File: config.mk
export PLATFORM = sky130hd
export DESIGN_NAME = button_debounce_autorepeat
export DESIGN_NICKNAME = d
export VERILOG_FILES = /design/src/hdl/bda_pkg.sv /design/src/hdl/bda_btn_lane.sv /design/src/hdl/bda_axis_lane.sv /design/src/hdl/bda_rpt_lane.sv /design/src/hdl/bda_out_queue.sv /design/src/hdl/button_debounce_autorepeat.sv
export SDC_FILE = /design/constraint.sdc
export NUM_CORES = 2
export LEC_CHECK = 0
export CAP_MARGIN = 20
export CORE_MARGIN = 4
export CORE_UTILIZATION = 40
export DETAILED_ROUTE_END_ITERATION = 10
export DONT_BUFFER_PORTS = 1
export HOLD_SLACK_MARGIN = 0.05
export PLACE_DENSITY = 0.59
export SLEW_MARGIN = 5
export SYNTH_ARGS = -nofsm -noshare
export SYNTH_HDL_FRONTEND = slang
export SYNTH_SLANG_ARGS = --single-unit
File: constraint.sdc
create_clock -name clk_i -period 3.76 [get_ports clk_i]
set_clock_uncertainty 0.1 [all_clocks]
set_input_delay 0 -clock clk_i [delete_from_list [all_inputs] [get_ports clk_i]]
set_output_delay 0 -clock clk_i [all_outputs]
set_load 0.02 [all_outputs]
File: src/hdl/bda_pkg.sv
// types, constants and register codes for the button debouncer with autorepeat
// no dependencies
package bda_pkg;

  localparam int unsigned NUM_BUTTONS = 5;
  localparam int unsigned NUM_AXES    = 2;
  localparam int unsigned NUM_KEYS    = NUM_BUTTONS + 2 * NUM_AXES;
  localparam int unsigned PRESS_LEVEL = 20;
  localparam int unsigned SAMPLE_BITS = 12;
  localparam int unsigned STEP_W      = 8;
  localparam int unsigned COUNT_W     = 16;
  localparam int unsigned CFG_IDX_W   = 3;
  localparam int unsigned CFG_DATA_W  = 16;

  typedef enum logic [CFG_IDX_W-1:0] {
    CFG_STEP_UP       = 3'd0,
    CFG_STEP_DOWN     = 3'd1,
    CFG_HIGH_PRESS    = 3'd2,
    CFG_HIGH_RELEASE  = 3'd3,
    CFG_LOW_PRESS     = 3'd4,
    CFG_LOW_RELEASE   = 3'd5,
    CFG_REPEAT_DELAY  = 3'd6,
    CFG_REPEAT_PERIOD = 3'd7
  } cfg_idx_e;

  typedef struct packed {
    logic [STEP_W-1:0]      step_up;
    logic [STEP_W-1:0]      step_down;
    logic [SAMPLE_BITS-1:0] high_press_level;
    logic [SAMPLE_BITS-1:0] high_release_level;
    logic [SAMPLE_BITS-1:0] low_press_level;
    logic [SAMPLE_BITS-1:0] low_release_level;
    logic [COUNT_W-1:0]     repeat_delay;
    logic [COUNT_W-1:0]     repeat_period;
  } cfg_t;

  localparam cfg_t CFG_RESET = '{
    step_up:            8'd1,
    step_down:          8'd1,
    high_press_level:   12'd3595,
    high_release_level: 12'd3095,
    low_press_level:    12'd500,
    low_release_level:  12'd1000,
    repeat_delay:       16'd100,
    repeat_period:      16'd30
  };

  typedef struct packed {
    logic [NUM_BUTTONS-1:0] raw_buttons;
    logic [SAMPLE_BITS-1:0] axis_x;
    logic [SAMPLE_BITS-1:0] axis_y;
  } in_beat_t;

  typedef struct packed {
    logic [NUM_KEYS-1:0] held_keys;
    logic [NUM_KEYS-1:0] key_presses;
  } out_beat_t;

endpackage

File: src/hdl/bda_btn_lane.sv
// one push-button integrator with clamp at the press level and at zero
// depends on bda_pkg
module bda_btn_lane (
  input  logic                       clk_i,
  input  logic                       rst_ni,
  input  logic                       en_i,
  input  logic                       raw_i,
  input  logic [bda_pkg::STEP_W-1:0] step_up_i,
  input  logic [bda_pkg::STEP_W-1:0] step_down_i,
  output logic                       key_d_o,
  output logic                       key_q_o
);

  logic [bda_pkg::STEP_W-1:0] integ_q, integ_d;
  logic                       key_q, key_d;
  logic [bda_pkg::STEP_W:0]   sum;

  always_comb begin
    sum     = {1'b0, integ_q} + {1'b0, step_up_i};
    integ_d = integ_q;
    key_d   = key_q;
    if (raw_i) begin
      if (sum >= (bda_pkg::STEP_W+1)'(bda_pkg::PRESS_LEVEL)) begin
        integ_d = bda_pkg::STEP_W'(bda_pkg::PRESS_LEVEL);
        key_d   = 1'b1;
      end else begin
        integ_d = sum[bda_pkg::STEP_W-1:0];
      end
    end else begin
      if (integ_q <= step_down_i) begin
        integ_d = '0;
        key_d   = 1'b0;
      end else begin
        integ_d = integ_q - step_down_i;
      end
    end
  end

  always_ff @(posedge clk_i or negedge rst_ni) begin
    if (!rst_ni) begin
      integ_q <= '0;
      key_q   <= 1'b0;
    end else if (en_i) begin
      integ_q <= integ_d;
      key_q   <= key_d;
    end
  end

  assign key_d_o = key_d;
  assign key_q_o = key_q;

endmodule

File: src/hdl/bda_axis_lane.sv
// one joystick axis: two direction bits with press and release hysteresis
// depends on bda_pkg
module bda_axis_lane (
  input  logic                            clk_i,
  input  logic                            rst_ni,
  input  logic                            en_i,
  input  logic [bda_pkg::SAMPLE_BITS-1:0] sample_i,
  input  bda_pkg::cfg_t                   cfg_i,
  output logic [1:0]                      dir_d_o,
  output logic [1:0]                      dir_q_o
);

  // bit 0 high side (right or up), bit 1 low side (left or down)
  logic [1:0] dir_q, dir_d;

  always_comb begin
    dir_d = dir_q;
    if (sample_i > cfg_i.high_press_level)   dir_d[0] = 1'b1;
    if (sample_i < cfg_i.high_release_level) dir_d[0] = 1'b0;
    if (sample_i < cfg_i.low_press_level)    dir_d[1] = 1'b1;
    if (sample_i > cfg_i.low_release_level)  dir_d[1] = 1'b0;
  end

  always_ff @(posedge clk_i or negedge rst_ni) begin
    if (!rst_ni) begin
      dir_q <= '0;
    end else if (en_i) begin
      dir_q <= dir_d;
    end
  end

  assign dir_d_o = dir_d;
  assign dir_q_o = dir_q;

endmodule

File: src/hdl/bda_rpt_lane.sv
// autorepeat for one key: hold counter up to the delay, then a wrapping phase
// depends on bda_pkg
module bda_rpt_lane (
  input  logic                        clk_i,
  input  logic                        rst_ni,
  input  logic                        en_i,
  input  logic                        key_i,
  input  logic [bda_pkg::COUNT_W-1:0] delay_i,
  input  logic [bda_pkg::COUNT_W-1:0] period_i,
  output logic                        pulse_o
);

  logic [bda_pkg::COUNT_W-1:0] hold_q, hold_d;
  logic [bda_pkg::COUNT_W-1:0] phase_q, phase_d;
  logic [bda_pkg::COUNT_W:0]   phase_inc;

  always_comb begin
    hold_d    = hold_q;
    phase_d   = phase_q;
    pulse_o   = 1'b0;
    phase_inc = {1'b0, phase_q} + 1'b1;
    if (!key_i) begin
      hold_d  = '0;
      phase_d = '0;
    end else if (hold_q < delay_i) begin
      hold_d = hold_q + 1'b1;
      if (hold_d == delay_i) begin
        pulse_o = 1'b1;
        phase_d = '0;
      end
    end else begin
      if (phase_inc >= {1'b0, period_i}) begin
        pulse_o = 1'b1;
        phase_d = '0;
      end else begin
        phase_d = phase_inc[bda_pkg::COUNT_W-1:0];
      end
    end
  end

  always_ff @(posedge clk_i or negedge rst_ni) begin
    if (!rst_ni) begin
      hold_q  <= '0;
      phase_q <= '0;
    end else if (en_i) begin
      hold_q  <= hold_d;
      phase_q <= phase_d;
    end
  end

endmodule

File: src/hdl/bda_out_queue.sv
// two-entry result queue: head register drives the port, tail catches a beat under stall
// depends on bda_pkg
module bda_out_queue (
  input  logic               clk_i,
  input  logic               rst_ni,
  input  logic               push_i,
  input  bda_pkg::out_beat_t data_i,
  output logic               full_o,
  output logic               valid_o,
  input  logic               stall_i,
  output bda_pkg::out_beat_t data_o
);

  logic [1:0]         count_q, count_d;
  bda_pkg::out_beat_t head_q, tail_q;
  logic               pop;

  assign pop     = valid_o && !stall_i;
  assign valid_o = (count_q != 2'd0);
  assign full_o  = (count_q == 2'd2);
  assign data_o  = head_q;

  always_comb begin
    count_d = count_q;
    if (push_i && !pop) count_d = count_q + 2'd1;
    if (!push_i && pop) count_d = count_q - 2'd1;
  end

  always_ff @(posedge clk_i or negedge rst_ni) begin
    if (!rst_ni) begin
      count_q <= '0;
    end else begin
      count_q <= count_d;
    end
  end

  always_ff @(posedge clk_i) begin
    if ((count_q == 2'd0 && push_i) || (count_q == 2'd1 && push_i && pop)) begin
      head_q <= data_i;
    end else if (count_q == 2'd2 && pop) begin
      head_q <= tail_q;
    end
    if (count_q == 2'd1 && push_i && !pop) begin
      tail_q <= data_i;
    end
  end

endmodule

File: src/hdl/button_debounce_autorepeat.sv
// button debouncer with joystick hysteresis and autorepeat: top level
// depends on bda_pkg, bda_btn_lane, bda_axis_lane, bda_rpt_lane, bda_out_queue
//
// One input beat is one scan tick: five raw active-high button bits and two
// 12-bit joystick samples. Each button lane integrates its raw bit up by
// step_up and down by step_down, clamping at the press level and at zero; the
// debounced bit changes only when a clamp is reached. Each axis lane turns its
// sample into two direction bits with separate press and release thresholds,
// and when both hold the release wins. Nine repeat lanes, one per key, count
// how long the key has been held and pulse once at repeat_delay and then every
// repeat_period ticks. The merge stage ORs the rising edges of the debounced
// state with those pulses. Each tick gives exactly one result beat: held_keys
// and key_presses, bits 0-4 buttons, 5 right, 6 left, 7 up, 8 down.
// Throughput is one beat per clock while the output queue is not full; all lanes
// update in the accept cycle, and the result is registered in a two-entry output
// queue, so input stalls only when two results are waiting. Configuration writes
// are accepted every cycle and should be made while no tick is in flight.
module button_debounce_autorepeat (
  input  logic                          clk_i,
  input  logic                          rst_ni,
  input  logic                          in_valid_i,
  output logic                          in_stall_o,
  input  bda_pkg::in_beat_t             in_data_i,
  output logic                          out_valid_o,
  input  logic                          out_stall_i,
  output bda_pkg::out_beat_t            out_data_o,
  input  logic                          cfg_valid_i,
  output logic                          cfg_ready_o,
  input  logic [bda_pkg::CFG_IDX_W-1:0] cfg_index_i,
  input  logic [bda_pkg::CFG_DATA_W-1:0] cfg_data_i
);

  // configuration registers
  bda_pkg::cfg_t cfg_q;

  assign cfg_ready_o = 1'b1;

  always_ff @(posedge clk_i or negedge rst_ni) begin
    if (!rst_ni) begin
      cfg_q <= bda_pkg::CFG_RESET;
    end else if (cfg_valid_i && cfg_ready_o) begin
      unique case (bda_pkg::cfg_idx_e'(cfg_index_i))
        bda_pkg::CFG_STEP_UP:       cfg_q.step_up <= cfg_data_i[bda_pkg::STEP_W-1:0];
        bda_pkg::CFG_STEP_DOWN:     cfg_q.step_down <= cfg_data_i[bda_pkg::STEP_W-1:0];
        bda_pkg::CFG_HIGH_PRESS:
          cfg_q.high_press_level <= cfg_data_i[bda_pkg::SAMPLE_BITS-1:0];
        bda_pkg::CFG_HIGH_RELEASE:
          cfg_q.high_release_level <= cfg_data_i[bda_pkg::SAMPLE_BITS-1:0];
        bda_pkg::CFG_LOW_PRESS:
          cfg_q.low_press_level <= cfg_data_i[bda_pkg::SAMPLE_BITS-1:0];
        bda_pkg::CFG_LOW_RELEASE:
          cfg_q.low_release_level <= cfg_data_i[bda_pkg::SAMPLE_BITS-1:0];
        bda_pkg::CFG_REPEAT_DELAY:  cfg_q.repeat_delay <= cfg_data_i;
        bda_pkg::CFG_REPEAT_PERIOD: cfg_q.repeat_period <= cfg_data_i;
        default: ;
      endcase
    end
  end

  // a tick moves every lane at once
  logic                   accept;
  logic                   queue_full;
  logic [bda_pkg::NUM_KEYS-1:0] keys_old, keys_new, pulses;
  logic [bda_pkg::SAMPLE_BITS-1:0] samples [bda_pkg::NUM_AXES];

  assign in_stall_o = queue_full;
  assign accept     = in_valid_i && !in_stall_o;
  assign samples[0] = in_data_i.axis_x;
  assign samples[1] = in_data_i.axis_y;

  // button lanes
  for (genvar b = 0; b < bda_pkg::NUM_BUTTONS; b++) begin : g_btn
    bda_btn_lane u_btn (
      .clk_i       (clk_i),
      .rst_ni      (rst_ni),
      .en_i        (accept),
      .raw_i       (in_data_i.raw_buttons[b]),
      .step_up_i   (cfg_q.step_up),
      .step_down_i (cfg_q.step_down),
      .key_d_o     (keys_new[b]),
      .key_q_o     (keys_old[b])
    );
  end

  // axis lanes: x gives right and left, y gives up and down
  for (genvar a = 0; a < bda_pkg::NUM_AXES; a++) begin : g_axis
    bda_axis_lane u_axis (
      .clk_i    (clk_i),
      .rst_ni   (rst_ni),
      .en_i     (accept),
      .sample_i (samples[a]),
      .cfg_i    (cfg_q),
      .dir_d_o  (keys_new[bda_pkg::NUM_BUTTONS + 2*a +: 2]),
      .dir_q_o  (keys_old[bda_pkg::NUM_BUTTONS + 2*a +: 2])
    );
  end

  // repeat lanes, one per key, fed by the new debounced state
  for (genvar k = 0; k < bda_pkg::NUM_KEYS; k++) begin : g_rpt
    bda_rpt_lane u_rpt (
      .clk_i    (clk_i),
      .rst_ni   (rst_ni),
      .en_i     (accept),
      .key_i    (keys_new[k]),
      .delay_i  (cfg_q.repeat_delay),
      .period_i (cfg_q.repeat_period),
      .pulse_o  (pulses[k])
    );
  end

  // merge: rising edges plus autorepeat pulses
  bda_pkg::out_beat_t result;

  always_comb begin
    result.held_keys   = keys_new;
    result.key_presses = (~keys_old & keys_new) | pulses;
  end

  bda_out_queue u_queue (
    .clk_i   (clk_i),
    .rst_ni  (rst_ni),
    .push_i  (accept),
    .data_i  (result),
    .full_o  (queue_full),
    .valid_o (out_valid_o),
    .stall_i (out_stall_i),
    .data_o  (out_data_o)
  );

endmodule

==> out/summary.txt <==
Slew @ Worst Pin -> 1611 ps
Vias in the first global route -> 33298
Post-Syn Instances -> 4392
DR iter-0 viols -> 2723
Yosys warns -> 0
Fin crit share -> 97.47%
Syn Nets -> 4937
Layout cells sized above 1 -> 13.25%
Slew Viols, Final -> 86
Via/cell ratio -> 5.865
Top cells by area, synth -> dfrtp_1 26%, ha_1 15%, xnor2_1 4.5%
Leading area contributor after synthesis -> dfrtp_1
Total GRT Usage -> 23.85%
Hold Buf Count CTS -> 57
Post-DRT Antenna Nets -> 0
Core area -> 96710 um^2
Most common cell in the netlist -> ha_1
Root Driver -> clkbuf_16
Die footprint -> 102700 um^2
Initial antenna violation count -> 8
CTS tree -> built
Crit Path Class -> reg2reg
Fmax -> 272.9 MHz
Setup-failing EPs final -> 0
Critical path arrival -> 4150 ps
Chip Height -> 320.5 um
Largest net degree at the start of global routing -> 436
Nets -> 5098
Hold WS -> -1052 ps
Avg Inst Size Synth -> 8.892 um^2
CTS H-Tree Depth -> 2
Reg clk slew, reported paths -> 60 ps
Seq/Total Area, Yosys -> 30.75%
Max cap viols -> 0
Clk sinks -> 471
I/O pin count -> 74
Via count -> 34490
Gpl congestion -> 0.9175
WL/cell -> 21.30 um
Cts bufs inserted -> 59
Pleak -> 20.39 nW
Port bufs -> 0
RSZ-0062 raised after global routing -> yes
Period minus WS final -> 3665 ps
Worst EP required -> 4250 ps
Area Overhead vs Synth -> 14.77%
Chip width -> 320.5 um
Length of the first detailed-routing pass in iterations -> 5
Area occupied by registers -> 12010 um^2
First-pass GRT wire length -> 195500 um
Later-pin clock latency in the skew report -> 660 ps
Area occupied by multi-input gates -> 25950 um^2
Max FO, Critical Path -> 17
Critical path capture point type -> flop
Area share of the largest cell type after synthesis -> 25.76%
Worst setup SP type -> flop
Pwr per Cell Area -> 507.1 nW/um^2
Status -> complete, but fails checks
Top_reg_cell synth -> dfrtp_1
Mapped Area -> 39050 um^2
Setup_tns -> 0 ps
Worst vdd ir -> 0.0004870 V
HPWL after detailed placement -> 88750 um
HP Class -> in2async
Post-synth EDFFs -> 36
Synth unique cells -> 112
Synth async-reset ratio -> 92.36%
Initial core utilization -> 40.38%
DRC violations left -> 0
Clock buffer depth -> 3
Violated checks -> negative hold slack, max-slew violations
Final hold vios -> 435
Tot Pwr -> 22.73 mW
Total Routed Length -> 125200 um
Most common library cells after synthesis -> 482 x ha_1, 402 x dfrtp_1, 402 x nand2_1
Slew HR -> -7.397%
Gr ovfl total -> 0
Fill count -> 9312
#FFs+latches synth -> 471
Rows -> 114
-- placed cells by master (no fill, tap or decap), types with 117 or more instances in the layout --
master / count
a21o_1: 123
inv_1: 203
dfrtp_1: 397
xnor2_1: 190
xor2_1: 117
buf_4: 215
nor2_1: 210
a21oi_1: 247
ha_1: 475
nand3_1: 147
o21ai_0: 296
nand2_1: 400
-- power breakdown --
part,internal (mW),switching (mW),total (mW),leakage (nW)
logic,3.85,6.08,9.92,13.3
registers,5.93,0.799,6.73,6.10
clock network,3.63,2.44,6.07,1.01
total,13.4,9.31,22.7,20.4
-- path summary, 6_finish.rpt --
check / cells past startpoint / startpoint / to / slack [ps]
worst max-delay path: 10 / cfg_q[46] / g_rpt[6].u_rpt.phase_q[0] / 100
worst min-delay path: 0 / rst_ni / g_btn[0].u_btn.integ_q[5] / -1050
worst max register to register: 10 / cfg_q[46] / g_rpt[6].u_rpt.phase_q[0] / 100
worst min register to register: 1 / cfg_q[11] / cfg_q[11] / 400
max in group asynchronous: 0 / rst_ni / g_rpt[7].u_rpt.phase_q[0] / 3260
min in group clk_i: 5 / in_data_i[23] / u_queue.tail_q[15] / 90
-- worst max-delay path, stage by stage (launching register included) --
cell	delay, ps
dfstp_2	520
inv_1	60
ha_1	190
a2111oi_0	390
o31a_1	220
o21ai_1	80
dlygate4sd3_1	570
a21o_1	270
buf_4	240
o21ai_2	650
mux2_2	290
-- final cells by class --
| cell class | instances | area share (%) |
|---|---|---|
| Multi-Input combinational cell | 3524 | 57.89 |
| Timing Repair Buffer | 288 | 5.427 |
| Sequential cell | 471 | 26.81 |
| Antenna cell | 1 | 0.005583 |
| Clock buffer | 87 | 3.844 |
| Clock inverter | 25 | 0.6951 |
| Tap cell | 1276 | 3.562 |
| Inverter | 209 | 1.770 |
-- state kept, by name, summed over array words and instances (netlist names) --
name / cells
cfg_q: 96
g_axis.u_axis.dir_q_o: 4
g_btn.u_btn.integ_q: 40
g_btn.u_btn.key_q_o: 5
g_rpt.u_rpt.hold_q: 144
g_rpt.u_rpt.phase_q: 144
u_queue.count_q: 2
u_queue.data_o: 18
u_queue.tail_q: 18
-- cell families (layout without fill, tap and decap cells) --
kind of cell / after synthesis / count (layout) / synth area share (%)
and+or+nand+nor: 1390 / 1390 / 18.53
AOI/OAI and AO/OA: 1230 / 1230 / 20.87
adders and majority gates: 493 / 493 / 15.98
DFF: 471 / 471 / 30.75
buffers and inverters: 397 / 609 / 4.133
xor gates and xnor gates: 317 / 317 / 7.109
muxes: 93 / 93 / 2.621
other: 1 / 2 / 0.009602
-- metrics by stage --
stage | instance area [um^2] | instances | util [%] | setup slack [ps] | hold slack (ps)
floorplan | 39080 | 4392 | - | 12.07 | -395.6
global placement | 41610 | 5693 | 43.03 | -594.3 | -379.9
detailed placement | 41630 | 5695 | 43.05 | -285.5 | -380.9
CTS | 44280 | 5864 | 45.79 | 16.71 | -1096
global route | 44820 | 5880 | 46.34 | -102.7 | -1084
finish | 44820 | 5881 | 46.35 | 95.29 | -1052
-- metal layers --
metal  part of all wire, %  vias to the layer above  track usage (%)
li1                      -                    16627                -
met1                    45                    16753            33.15
met2                    45                      913            38.72
met3                   5.8                      191            3.130
met4                   3.4                        6            7.296
met5                 0.033                        -                0
-- what timing repair did --
action / CTS / global route
pin swaps: 0 / 30
buffers inserted: 0 / 15
setup endpoints to repair: 22 / 160
gates cloned: 0 / 1
resized for setup: 12 / 94
hold endpoints to repair: 729 / 435
No activity file was read; power rests on OpenSTA's default activity.
